File: config.mk
export PLATFORM = sky130hd
export DESIGN_NAME = nlr_pack
export DESIGN_NICKNAME = d
export VERILOG_FILES = /design/src/hdl/nlr_pkg.sv /design/src/hdl/nlr_pack.sv
export SDC_FILE = /design/constraint.sdc
export NUM_CORES = 1
export LEC_CHECK = 0
export CELL_PAD_IN_SITES_DETAIL_PLACEMENT = 1
export CELL_PAD_IN_SITES_GLOBAL_PLACEMENT = 2
export CORE_MARGIN = 2
export CORE_UTILIZATION = 33
export DETAILED_ROUTE_END_ITERATION = 8
export DONT_BUFFER_PORTS = 1
export PLACE_DENSITY = 0.79
export SKIP_LAST_GASP = 1
export SLEW_MARGIN = 25
export SYNTH_ARGS = -nofsm -noshare
export SYNTH_HDL_FRONTEND = slang
export SYNTH_SLANG_ARGS = --single-unit
File: constraint.sdc
create_clock -name clk -period 0.8 [get_ports clk]
set_input_delay 0.16 -clock clk [delete_from_list [all_inputs] [get_ports clk]]
set_output_delay 0.16 -clock clk [all_outputs]
set_load 0.005 [all_outputs]
File: src/hdl/nlr_pkg.sv
// shared widths, register indexes, light tables and link types
// for the normal lighting rgb332 unit; no dependencies
package nlr_pkg;

	localparam int TrigW       = 18;
	localparam int CompW       = 26;
	localparam int DotW        = CompW + TrigW - 16;
	localparam int MagW        = 26;
	localparam int ColKW       = 24;
	localparam int ContW       = ColKW + MagW - 32;
	localparam int SumW        = 20;
	localparam int LightSets   = 4;
	localparam int LampsPerSet = 3;
	localparam int Axes        = 3;
	localparam int Latency     = 11;

	localparam logic [2:0] REG_ROLL_SIN  = 3'd0;
	localparam logic [2:0] REG_ROLL_COS  = 3'd1;
	localparam logic [2:0] REG_PITCH_SIN = 3'd2;
	localparam logic [2:0] REG_PITCH_COS = 3'd3;
	localparam logic [2:0] REG_YAW_SIN   = 3'd4;
	localparam logic [2:0] REG_YAW_COS   = 3'd5;
	localparam logic [2:0] REG_LIGHT_SET = 3'd6;

	localparam logic signed [TrigW-1:0] TrigOne = 18'sd65536;

	typedef struct packed {
		logic [TrigW-1:0] s;
		logic [TrigW-1:0] c;
	} trig_t;

	typedef struct packed {
		logic             vld;
		logic [CompW-1:0] u;
		logic [CompW-1:0] v;
		logic [CompW-1:0] w;
	} rot_item_t;

	typedef struct packed {
		logic            vld;
		logic [SumW-1:0] r;
		logic [SumW-1:0] g;
		logic [SumW-1:0] b;
	} rgb_sum_t;

	// light directions, unused slots are zero and never light anything
	localparam logic signed [TrigW-1:0] LampDir [LightSets][LampsPerSet][Axes] = '{
		'{ '{  18'sd46340,       18'sd0, 18'sd46340 },
		   '{ -18'sd46340,       18'sd0, 18'sd46333 },
		   '{       18'sd0,      18'sd0,     18'sd0 } },
		'{ '{       18'sd0,      18'sd0, 18'sd65536 },
		   '{  18'sd46340,       18'sd0, 18'sd46340 },
		   '{ -18'sd46340,       18'sd0, 18'sd46333 } },
		'{ '{       18'sd0, -18'sd32768, 18'sd56754 },
		   '{ -18'sd46340,       18'sd0, 18'sd46333 },
		   '{  18'sd46340,       18'sd0, 18'sd46340 } },
		'{ '{       18'sd0,  18'sd46340, 18'sd46340 },
		   '{       18'sd0,      18'sd0,     18'sd0 },
		   '{       18'sd0,      18'sd0,     18'sd0 } }
	};

	localparam logic [16:0] LampCol [LightSets][LampsPerSet][Axes] = '{
		'{ '{ 17'd52428, 17'd52428, 17'd39321 },
		   '{ 17'd39321, 17'd39321, 17'd52428 },
		   '{     17'd0,     17'd0,     17'd0 } },
		'{ '{  17'd6553,  17'd6553,  17'd6553 },
		   '{ 17'd52428,     17'd0, 17'd13107 },
		   '{ 17'd13107,     17'd0, 17'd65536 } },
		'{ '{ 17'd65536,     17'd0,     17'd0 },
		   '{     17'd0, 17'd49152,     17'd0 },
		   '{     17'd0,     17'd0, 17'd65536 } },
		'{ '{ 17'd16384,  17'd6553, 17'd65536 },
		   '{     17'd0,     17'd0,     17'd0 },
		   '{     17'd0,     17'd0,     17'd0 } }
	};

endpackage

File: src/hdl/nlr_pack.sv
// channel clamp, bias and rgb332 packing into the result registers
// depends on nlr_pkg
module nlr_pack (
	input  logic              clk,
	input  logic              arst_n,
	input  nlr_pkg::rgb_sum_t in_sum,
	output logic              done,
	output logic [7:0]        color_plain,
	output logic [7:0]        color_biased
);

	localparam int BW = nlr_pkg::SumW + 1;

	function automatic logic [7:0] sat8(input logic [BW-1:0] v);
		sat8 = (v > BW'(255)) ? 8'd255 : v[7:0];
	endfunction

	logic [7:0] r_p;
	logic [7:0] g_p;
	logic [7:0] b_p;
	logic [7:0] r_b;
	logic [7:0] g_b;
	logic [7:0] b_b;
	logic       done_q;
	logic [7:0] plain_q;
	logic [7:0] biased_q;

	assign r_p = sat8(BW'(in_sum.r));
	assign g_p = sat8(BW'(in_sum.g));
	assign b_p = sat8(BW'(in_sum.b));
	assign r_b = sat8(BW'(in_sum.r) + BW'(15));
	assign g_b = sat8(BW'(in_sum.g) + BW'(15));
	assign b_b = sat8(BW'(in_sum.b) + BW'(7));

	always_ff @(posedge clk or negedge arst_n) begin
		if (!arst_n) begin
			done_q <= 1'b0;
		end else begin
			done_q <= in_sum.vld;
		end
	end

	always_ff @(posedge clk) begin
		plain_q  <= {r_p[7:5], g_p[7:5], b_p[7:6]};
		biased_q <= {r_b[7:5], g_b[7:5], b_b[7:6]};
	end

	assign done         = done_q;
	assign color_plain  = plain_q;
	assign color_biased = biased_q;

endmodule

## Word level (Yosys, flattened, before mapping)

Index checks and enable logic that the tools add are counted.

- Bits in registers: 17
- Input bits: 63
- Output and inout port bits: 17
- Logic and storage cells: 16

- Add/sub/neg operators: 3
- Magnitude comparators: 6

Operator list:

| kind | count |
|---|---|
| 21-bit by 8-bit > comparator with 1-bit output (second input constant) | 3 |
| 20-bit by 8-bit > comparator with 1-bit output (second input constant) | 3 |
| 20-bit by 4-bit adder with 21-bit output (second input constant) | 2 |
| 20-bit by 3-bit adder with 21-bit output (second input constant) | 1 |

## Longest topological paths before layout

Gate-level depths: netlist (run 1).

- Word-level depth: 2
- Mapped depth: 8

## Worst setup path after synthesis (run 1)

Ideal clock, no wire load.

- Path kind: input port to flip-flop
- From: in in_sum[20] in the netlist's numbering
- To: reg biased_q[3] (netlist: color_biased[3])
- Setup time: 0.128 ns
- Arrival: 1.596 ns
- Data required time: 0.672 ns
- Slack: -0.924 ns
- Stages on the path: 8
- Path buffers: 0
- Cell sequence: inv_1 > ha_1 > nor3b_2 > or2_0 > mux2_1 > o32ai_1 > and4_1 > nand4bb_1

- Longest elaborated chain between the ends: 2

Ends and longest elaborated chain:

| item | RTL line | source |
|---|---|---|
| from (decl) | nlr_pack.sv:6 | `input nlr_pkg::rgb_sum_t in_sum,` |
| 20-bit by 4-bit adder with 21-bit output (*) | nlr_pack.sv:32 | `assign g_b = sat8(BW'(in_sum.g) + BW'(15));` |
| 21-bit by 8-bit > comparator with 1-bit output | nlr_pack.sv:15 | `sat8 = (v > BW'(255)) ? 8'd255 : v[7:0];` |
| to (signal assigned) | nlr_pack.sv:45 | `biased_q <= {r_b[7:5], g_b[7:5], b_b[7:6]};` |
| to (decl) | nlr_pack.sv:26 | `logic [7:0] biased_q;` |

Every way passes the cells marked *; elsewhere a longest branch is shown, timed or not.
A chain may end at the register's enable or synchronous reset.

## Worst setup path in the final report (run 1)

Ends and elaborated chain as after synthesis.

==> impl_summary.log, run 1 <==
INFO  metric outcome = complete, but fails checks
INFO  metric routed_via_density = 6.10
INFO  metric drt-pass1-iter-count = 4
INFO  metric hpwlAfterDp = 4.84 mm
INFO  metric synth.distinct_cells = 54
INFO  metric antenna_violations_before_repair = 0
INFO  metric clock_tree.htree_level_count = 1
INFO  metric grt_overflow_total = 0
INFO  metric grt_pass1_wl = 9.36 mm
INFO  metric initialDrtViolationCount = 47
INFO  metric chipHeight = 74.6 µm
INFO  metric cts_sinks = 17
INFO  metric first_global_vias = 2048
INFO  metric worstSetupEndpointType = flip-flop
INFO  metric dp_worst_setup_slack = -992 ps
INFO  metric post_synth_main_area_contributors = dfxtp_1, nand4_1, nor4_1
INFO  metric slew_headroom = 63.8%
INFO  metric routed_wirelength = 5.97 mm
INFO  metric ys_ff_latch = 17
INFO  metric detail-route-antenna-nets = 0
INFO  metric io_port_bufs = 0
INFO  metric start_util = 34.6%
INFO  metric cts-root-to-sink-buffers = 2
INFO  metric synth_largest_area_cell = dfxtp_1
INFO  metric yosys-top-cells-count = dfxtp_1, nand2_1, nand4_1, nor4_1, nor2_1
INFO  metric final_net_count = 314
INFO  metric cell_area_after_layout = 2450 µm²
INFO  metric timing_max_transition_violations_final = 0
INFO  metric syn_to_final_growth = 49.2%
INFO  metric synth_seq_area_share = 21.0%
INFO  metric cts_buffers = 3
INFO  metric placedInstanceArea = 2110 µm²
INFO  metric worst_slack = -597 ps
INFO  metric syn-num-nets = 278
INFO  metric mappedNetlistArea = 1640 µm²
INFO  metric async_reset_ff_share = 5.88%
INFO  metric max_cap_violations = 0
INFO  metric finalCriticalPeriod = 1400 ps
INFO  metric antenna_cells_inserted = 0
INFO  metric path_category_of_the_worst_min_delay_check = input port to flip-flop
INFO  metric layout-drive-gt1-share = 40.5%
INFO  metric full_die_area = 5560 µm²
INFO  metric post_synth.cell_area_avg = 7.76 µm²
INFO  metric setup_viol = 11
INFO  metric clock_tree.root_cell = clkbuf_8
INFO  metric final_hold_viol_count = 0
INFO  metric gr-usage-all-layers = 21.4%
INFO  metric slowest_delay = 300 ps
INFO  metric final.period_utilization = 175%
INFO  metric core = 4750 µm²
INFO  metric worst_slew_pin_slew = 539 ps
INFO  metric maxClockFrequency = 716 MHz
INFO  metric critical-path-slowest-cell = mux2_4
INFO  metric timing.critical_path.from_type = input port
INFO  metric grt_max_degree = 11
INFO  metric detail_route.wl_per_cell = 19.0 µm
INFO  metric clkSlewWorstSetupHoldPaths = 60 ps
INFO  metric final.hold.worst_slack = 19.4 ps
INFO  metric vias = 1914
INFO  metric synth_enable_flop_cells = 0
INFO  metric detail_route.drc_violations = 0
INFO  metric post_synth_inst_count = 212
INFO  metric design.portCount = 80
INFO  metric placementRows = 25
INFO  metric violations = setup timing
INFO  metric rsz0062_at_grt = true
INFO  metric yosys_warnings = 0
INFO  metric cp.required = 930 ps
INFO  metric worst-path-max-fanout = 6
INFO  metric power.static_leakage = 0.772 nW
INFO  metric path_cells = inv_6 > ha_4 > nor3b_4 > or2_4 > mux2_4 > o32ai_2 > and4_1 > nand4bb_1
INFO  metric nFillCells = 563
INFO  metric vdd.ir_drop.worst = 0.000427 V
INFO  metric setup.worst_path.class = input port to flip-flop
INFO  metric final_weighted_congestion_in_routability_driven_placement = 0.874
INFO  metric die_width = 74.6 µm
INFO  metric synthFlopType = dfxtp_1
INFO  metric synth.top_cell.area_share = 19.5%
INFO  metric cts_tree = built
INFO  metric power_density = 798 nW/µm²
INFO  metric worst-endpoint-arrival = 1520 ps
cell usage in the layout (no fill, tap or decap), types with 3 or more instances in the layout:
cell type  instances
nor3_1             8
xor2_1             4
o21ai_0            6
or2_4              9
nor4_4             9
nand2_1           15
a21oi_2            4
or4_1              3
nand4b_1           3
nor4_1             5
nor4_2             5
xnor2_1            7
inv_1              3
nand3b_1           3
nand4_1           16
mux2i_1            4
a21oi_1            6
nand3_1           11
nor2_1            11
clkbuf_8           3
ha_4               3
dfxtp_1           16
buf_4             30
or4_4              3
flip-flops by register name, indices dropped and copies added (netlist names):
register and flops:
done 1, color_plain 8, color_biased 8
power by group:
part	switching (mW)	internal, mW
logic	0.218	0.277
registers	0.00121	0.850
clock network	0.267	0.345
kinds of logic (layout without fill, tap and decap cells):
| kind of cell | after synthesis | in the layout | synth area share, % |
|---|---|---|---|
| AOI/OAI and AO/OA | 35 | 35 | 14.3 |
| xor gates and xnor gates | 11 | 11 | 5.86 |
| adders and majority gates | 3 | 3 | 2.28 |
| buffers and inverters | 10 | 45 | 2.51 |
| DFF | 17 | 17 | 21.0 |
| muxes | 5 | 5 | 3.12 |
| and+or+nand+nor | 131 | 131 | 50.9 |
area by class of cell:
class                   instances  area (µm²)  area share (%)
well taps                      67        83.8            3.42
clock buffers                   3        41.3            1.68
multi-input cells             185        1620            65.9
clock inverters                 1        5.00           0.204
inverters                       9         116            4.74
repair buffers                 32         245            9.99
flip-flops and latches         17         345            14.1
through the flow:
stage | TNS [ps] | cells | util [%] | power [mW]
floorplan | -6340 | 212 | - | 1.17
global placement | -8560 | 302 | 44.3 | 1.26
detailed placement | -9350 | 302 | 44.3 | 1.28
CTS | -4300 | 311 | 47.8 | 1.93
global route | -5250 | 314 | 51.6 | 2.09
finish | -4450 | 314 | 51.6 | 1.96
worst paths after layout:
path                                   end  cells past startpoint       start  slack (ps)
setup / recovery           color_biased[3]                      8  in_sum[20]        -600
hold / removal              color_plain[1]                      1   in_sum[7]          20
max in group asynchronous             done                      1      arst_n         580
min in group asynchronous             done                      1      arst_n         120
what timing repair did:
item,4_1_cts,5_1_grt
hold buffers,2,0
buffers inserted,3,4
resized for setup,18,25
endpoints found under the setup margin,11,17
endpoints found under the hold margin,2,0
pin swaps,12,12
per-layer routing:
layer	global-route usage [%]	vias to the layer above	routed length (µm)	part of all wire (%)
li1	-	914	-	-
met5	0	-	0	0
met4	6.15	0	114	1.9
met2	39.0	74	3130	52
met3	4.47	10	342	5.7
met1	25.0	916	2380	40
critical path, delay by kind of cell:
family | cells | cell delay, ps
AOI/OAI and AO/OA | 1 | 80
adders and majority gates | 1 | 110
buffers and inverters | 1 | 30
muxes | 1 | 300
and+or+nand+nor | 4 | 850
Note: power is estimated with default switching activity, not from simulation.
==> inputs of run 2 (changes only) <==
--- a/config.mk
+++ b/config.mk
@@ -13,5 +13,6 @@
 export DONT_BUFFER_PORTS = 1
+export HOLD_SLACK_MARGIN = 0.06
 export PLACE_DENSITY = 0.79
 export SKIP_LAST_GASP = 1
-export SLEW_MARGIN = 25
+export SLEW_MARGIN = 20
 export SYNTH_ARGS = -nofsm -noshare
==> constraint.sdc (replaced) <==
create_clock -name clk -period 0.8 [get_ports clk]
set_input_delay 0.12 -clock clk [delete_from_list [all_inputs] [get_ports clk]]
set_output_delay 0.12 -clock clk [all_outputs]
set_load 0.005 [all_outputs]
==> run 2 against run 1 <==
The flow still finishes with violations (setup timing). Sequential power is essentially flat. Largest power group unchanged. Combinational power grew 6.7%. Sequential share of layout area is 0.36 points lower. Maximum frequency increased by 0.31%. Hold slack improved by 52 ps. Non-clock buffer count rose by 9. Critical endpoint unchanged. First-iteration DRC count up 21%. Cell count increased by 2.9%. Largest cell class unchanged. Clock-buffer cell count is the same. Global-route usage increased by 0.89 points. Clock power barely moved.
==> impl_summary.log, run 2 (synthesis results as in run 1) <==
INFO  metric setup.worst_path.class = input port to flip-flop
INFO  metric final_net_count = 323 (+2.9%)
INFO  metric setup_viol = 9 (-2)
INFO  metric core = 4750 µm² (unchanged)
INFO  metric layout_common_cells = buf_4, nand4_1, dfxtp_1, nand2_1, nor2_1
INFO  metric grt_overflow_total = 0 (unchanged)
INFO  metric full_die_area = 5560 µm² (unchanged)
INFO  metric die_width = 74.6 µm (unchanged)
INFO  metric vdd.ir_drop.worst = 0.000438 V (+2.7%)
INFO  metric final_hold_viol_count = 0 (unchanged)
INFO  metric detail_route.wl_per_cell = 19.0 µm (+0.13%)
INFO  metric layout_commonest_cell = buf_4
INFO  metric initialDrtViolationCount = 57 (+21%)
INFO  metric detail_route.drc_violations = 0 (unchanged)
INFO  metric worstSetupEndpointType = flip-flop
INFO  metric final.period_utilization = 174% (-0.55 points)
INFO  metric max_cap_violations = 0 (unchanged)
INFO  metric cp.required = 920 ps (about the same)
INFO  metric timing.critical_path.from_type = input port
INFO  metric routed_wirelength = 6.15 mm (+3.0%)
INFO  metric design.portCount = 80 (unchanged)
INFO  metric vias = 1947 (+1.7%)
INFO  metric maxClockFrequency = 718 MHz (+0.31%)
INFO  metric final_weighted_congestion_in_routability_driven_placement = 0.874 (unchanged)
INFO  metric detail-route-antenna-nets = 0 (unchanged)
INFO  metric timing.setup.tns = -4110 ps (+336 ps)
INFO  metric final_standard_cell_count_with_taps_included_and_fillers_excluded = 323 (+2.9%)
INFO  metric chipHeight = 74.6 µm (unchanged)
INFO  metric slew_headroom = 64.2% (+0.44 points)
INFO  metric syn_to_final_growth = 53.1%
INFO  metric antenna_violations_before_repair = 0 (unchanged)
INFO  metric io_port_bufs = 0 (unchanged)
INFO  metric worst_slew_pin_slew = 532 ps (-6.61 ps)
INFO  metric first_global_vias = 2147 (+4.8%)
INFO  metric worst-path-max-fanout = 6 (unchanged)
INFO  metric clkSlewWorstSetupHoldPaths = 60 ps (about the same)
INFO  metric clock_tree.htree_level_count = 1 (unchanged)
INFO  metric start_util = 34.6% (unchanged)
INFO  metric power_density = 791 nW/µm² (-0.91%)
INFO  metric cts_buffers = 3 (unchanged)
INFO  metric worst-endpoint-arrival = 1520 ps (about the same)
INFO  metric grt_pass1_wl = 9.70 mm (+3.6%)
INFO  metric routed_via_density = 6.03 (-1.1%)
INFO  metric drt-pass1-iter-count = 4 (unchanged)
INFO  metric finalCriticalPeriod = 1390 ps (-4.37 ps)
INFO  metric clock_tree.root_cell = clkbuf_8
INFO  metric grt_max_degree = 11 (unchanged)
INFO  metric hpwlAfterDp = 4.84 mm (unchanged)
INFO  metric gr-usage-all-layers = 22.2% (+0.89 points)
INFO  metric power.static_leakage = 0.813 nW (+5.3%)
INFO  metric placed_cells_incl_taps = 302 (unchanged)
INFO  metric path_category_of_the_worst_min_delay_check = input port to flip-flop
INFO  metric dp_worst_setup_slack = -952 ps (+40.0 ps)
INFO  metric worst_slack = -593 ps (+4.37 ps)
INFO  metric rsz0062_at_grt = true
INFO  metric outcome = complete, but fails checks
INFO  metric timing_max_transition_violations_final = 0 (unchanged)
INFO  metric cts_tree = built
INFO  metric cts-root-to-sink-buffers = 2 (unchanged)
INFO  metric cts_sinks = 17 (unchanged)
INFO  metric violations = setup timing
INFO  metric placementRows = 25 (unchanged)
INFO  metric antenna_cells_inserted = 0 (unchanged)
INFO  metric layout-drive-gt1-share = 39.1% (-1.4 points)
run 2: metal layers:
metal	share of wire, %	wire length [µm]	track usage, %	up-vias
met3	5.7	350	3.93	13
met2	53	3260	41.9	76
met1	39	2410	25.3	929
met4	2.1	129	6.75	0
met5	0	0	0	-
li1	-	-	-	929
run 2: layout make-up:
type	instances	area [µm²]
Sequential cell	17	345
Clock inverter	1	5.00
Tap cell	67	83.8
Timing Repair Buffer	41	335
Multi-Input combinational cell	185	1590
Clock buffer	3	41.3
Inverter	9	116
Fill cell	569	2240
run 2: report_power, final:
group | internal (mW) | switching (mW) | total, mW
registers | 0.850 | 0.00121 | 0.851
logic | 0.301 | 0.226 | 0.527
clock network | 0.345 | 0.267 | 0.612
run 2: final timing paths:
| path | from | endpoint | slack, ps | cells after the start |
|---|---|---|---|---|
| setup / recovery | in_sum[21] | color_biased[3] | -590 | 8 |
| hold / removal | in_sum[56] | color_biased[6] | 70 | 2 |
| max in group asynchronous | arst_n | done | 620 | 1 |
| min in group asynchronous | arst_n | done | 80 | 1 |
run 2: what timing repair did:
item / 4_1_cts / 5_1_grt
buffers inserted: 3 / 5
hold buffers: 10 / 0
pin swaps: 10 / 16
setup endpoints to repair: 8 / 14
gates resized for setup: 18 / 22
endpoints found under the hold margin: 11 / 0
run 2: metrics by stage:
stage                     hold slack (ps)  total power [mW]  util [%]  area (µm²)
after floorplan                      -176              1.17         -        1850
after global placement               -176              1.26      44.3        2110
after detailed placement             -176              1.28      44.3        2110
after CTS                            68.4              1.96      49.5        2350
after global routing                 70.2              2.11      52.9        2520
final                                71.2              1.99      52.9        2520
run 2: worst max-delay path: stages:
cell and delay [ps]:
clkinv_16 30, ha_4 140, nor3b_4 170, nor4_2 250
nand4_1 170, a211oi_2 270, and4_1 260, nand4bb_1 110
==> inputs of run 3 (changes only) <==
Settings changed: CORE_ASPECT_RATIO from default to 1.25.
==> run 3 against run 2 <==
The flow still finishes with violations (setup timing). Design area down 1.6%. Sequential cell count unchanged. Clock-buffer cell count unchanged. Via count fell by 1.1%. Cell count down 3.1%. Power rose by 0.61%. Combinational power about the same. Non-clock buffer count shrank 3. Maximum frequency is 3.2% higher. Critical path type unchanged. Critical endpoint unchanged. Largest cell class unchanged. Largest power group unchanged.
==> impl_summary.log, run 3 (synthesis results as in run 1) <==
INFO  metric intPower = 1.49 mW (-0.27%)
INFO  metric timing.hold.worst_path_depth = 2 (unchanged)
INFO  metric final.period_utilization = 169% (-5.4 points)
INFO  metric detail_route.wl_per_cell = 19.6 µm (+3.0%)
INFO  metric full_die_area = 5570 µm² (about the same)
INFO  metric final_weighted_congestion_in_routability_driven_placement = 0.918 (+5.0%)
INFO  metric gr-usage-all-layers = 21.8% (-0.45 points)
INFO  metric initialDrtViolationCount = 38 (-33%)
INFO  metric share_seq_of_total_power = 42.5% (-0.3 points)
INFO  metric min_from = in_sum[56]
INFO  metric placementRows = 28 (+12%)
INFO  metric power.static_leakage = 0.770 nW (-5.3%)
INFO  metric cell_area_after_layout = 2480 µm² (-1.6%)
INFO  metric detail_route.drc_violations = 0 (unchanged)
INFO  metric violations = setup timing
INFO  metric setup_viol = 10 (+1)
INFO  metric design.portCount = 80 (unchanged)
INFO  metric worst-path-max-fanout = 5 (-1)
INFO  metric met3WireLength = 338 µm (-3.4%)
INFO  metric cts_tree = built
INFO  metric wire_length_on_met1 = 2.22 mm (-8.0%)
INFO  metric top_layer = met4
INFO  metric cts-root-to-sink-buffers = 2 (unchanged)
INFO  metric p_total = 2.00 mW (+0.61%)
INFO  metric layout_common_cells = buf_4, nand4_1, dfxtp_1, nand2_1
INFO  metric clkSlewWorstSetupHoldPaths = 70 ps (about the same)
INFO  metric slew_headroom = 67.2% (+2.9 points)
INFO  metric start_util = 34.5% (-0.073 points)
INFO  metric vias = 1925 (-1.1%)
INFO  metric detail-route-antenna-nets = 0 (unchanged)
INFO  metric timing.critical_path.from_type = input port
INFO  metric chipHeight = 82.9 µm (+11%)
INFO  metric outcome = complete, but fails checks
INFO  metric final_standard_cell_count_with_taps_included_and_fillers_excluded = 313 (-3.1%)
INFO  metric switching_share = 25.5% (+0.66 points)
INFO  metric total_switching_power = 0.511 mW (+3.3%)
INFO  metric max_cap_violations = 0 (unchanged)
INFO  metric antenna_violations_before_repair = 0 (unchanged)
INFO  metric grt_max_degree = 12 (+1)
INFO  metric worst_slack = -550 ps (+43.3 ps)
INFO  metric combinationalPowerShare = 26.2% (-0.3 points)
INFO  metric placedInstanceArea = 2070 µm² (-1.5%)
INFO  metric nFillCells = 567 (-0.35%)
INFO  metric timing_max_transition_violations_final = 0 (unchanged)
INFO  metric final_net_count = 320 (-0.93%)
INFO  metric layout_commonest_cell = buf_4
INFO  metric dp_worst_setup_slack = -913 ps (+39.9 ps)
INFO  metric finalCriticalPeriod = 1350 ps (-43.3 ps)
INFO  metric die_width = 67.1 µm (-10%)
INFO  metric routed_wirelength = 6.14 mm (-0.21%)
INFO  metric layout-drive-gt1-share = 37.9% (-1.1 points)
INFO  metric routed_via_density = 6.15 (+2.0%)
INFO  metric rsz0062_at_grt = true
INFO  metric power_density = 808 nW/µm² (+2.2%)
INFO  metric drt-pass1-iter-count = 4 (unchanged)
INFO  metric hpwlAfterDp = 4.81 mm (-0.55%)
INFO  metric placed_cells_incl_taps = 292 (-3.3%)
INFO  metric worst_slew_pin_slew = 489 ps (-43.8 ps)
INFO  metric antenna_cells_inserted = 0 (unchanged)
INFO  metric final_hold_viol_count = 0 (unchanged)
INFO  metric grt_pass1_wl = 9.73 mm (+0.29%)
INFO  metric amount_of_wire_on_met2_after_detailed_routing = 3.48 mm (+6.8%)
INFO  metric core = 4760 µm² (+0.21%)
INFO  metric clock_tree.root_cell = clkbuf_8
INFO  metric clock_tree.htree_level_count = 1 (unchanged)
INFO  metric syn_to_final_growth = 50.7%
INFO  metric worstSetupEndpointType = flip-flop
INFO  metric setup.worst_path.class = input port to flip-flop
INFO  metric maxClockFrequency = 741 MHz (+3.2%)
INFO  metric vdd.ir_drop.worst = 0.000479 V (+9.3%)
INFO  metric io_port_bufs = 0 (unchanged)
INFO  metric first_global_vias = 2095 (-2.4%)
INFO  metric worst-endpoint-arrival = 1470 ps (-50 ps)
INFO  metric power.share.clock = 31.3% (+0.6 points)
INFO  metric hold_path_end = color_biased[6]
INFO  metric grt_overflow_total = 0 (unchanged)
INFO  metric cts_sinks = 17 (unchanged)
INFO  metric cp.required = 920 ps (about the same)
INFO  metric cts_buffers = 3 (unchanged)
INFO  metric path_category_of_the_worst_min_delay_check = input port to flip-flop
==> run 3: cell types whose count changed in the layout (fill, tap and decap cells not counted), moves of 2 or more <==
cell,before,now
nor4_2,7,10
buf_4,31,26
nor4_1,5,3
dlygate4sd3_1,9,11
inv_12,1,3
==> run 3: layer usage <==
layer | track usage, % | vias up
met1 | 22.9 | 939
met5 | 0 | -
met4 | 7.79 | 0
met3 | 3.25 | 10
met2 | 41.6 | 57
li1 | - | 919
==> run 3: through the flow <==
step | setup TNS, ps | util [%] | hold slack (ps)
final | -4100 | 52.0 | 65.6
after global routing | -4790 | 52.0 | 83.6
after CTS | -4260 | 49.1 | 55.6
after detailed placement | -8680 | 43.5 | -176
after global placement | -7970 | 43.5 | -176
after floorplan | -5700 | - | -176
==> run 3: layout make-up <==
cell class	instances	area, µm²	area share, %
multi-input cells	185	1580	63.9
inverters	9	108	4.34
repair buffers	38	317	12.8
clock buffers	3	41.3	1.67
clock inverters	1	7.51	0.303
well taps	60	75.1	3.03
flip-flops and latches	17	345	13.9
==> run 3: how the worst max path moves through the flow <==
stage | startpoint | endpoint | slack (ps) | cells after the start
floorplan | in_sum[21] | color_biased[3] | -750 | 8
global placement | in_sum[21] | color_biased[3] | -900 | 9
detailed placement | in_sum[21] | color_biased[4] | -910 | 9
CTS | in_sum[41] | color_biased[5] | -550 | 8
global route | in_sum[31] | color_biased[3] | -630 | 6
finish | in_sum[21] | color_biased[3] | -550 | 8
==> run 3: timing repair <==
item	4_1_cts	5_1_grt
endpoints found under the setup margin	10	11
resized for setup	21	18
pin swaps	18	16
hold endpoints to repair	13	1
hold buffers	10	1
setup buffers	4	5
==> run 3: power groups by stage <==
| stage | clock (mW) | combinational, mW | sequential [mW] |
|---|---|---|---|
| 2_1_floorplan | 0 | 0.304 | 0.870 |
| 3_5_place_dp | 0 | 0.400 | 0.870 |
| 6_report | 0.627 | 0.524 | 0.851 |
| 4_1_cts | 0.652 | 0.481 | 0.851 |
| 3_3_place_gp | 0 | 0.384 | 0.870 |
| 5_1_grt | 0.703 | 0.574 | 0.851 |
==> run 3: critical path, stage by stage <==
cell and delay [ps]:
inv_12 30, ha_4 110, nor3b_4 270, or2_4 190, mux2_4 300, o32ai_2 90, and4_1 260, nand4bb_1 110
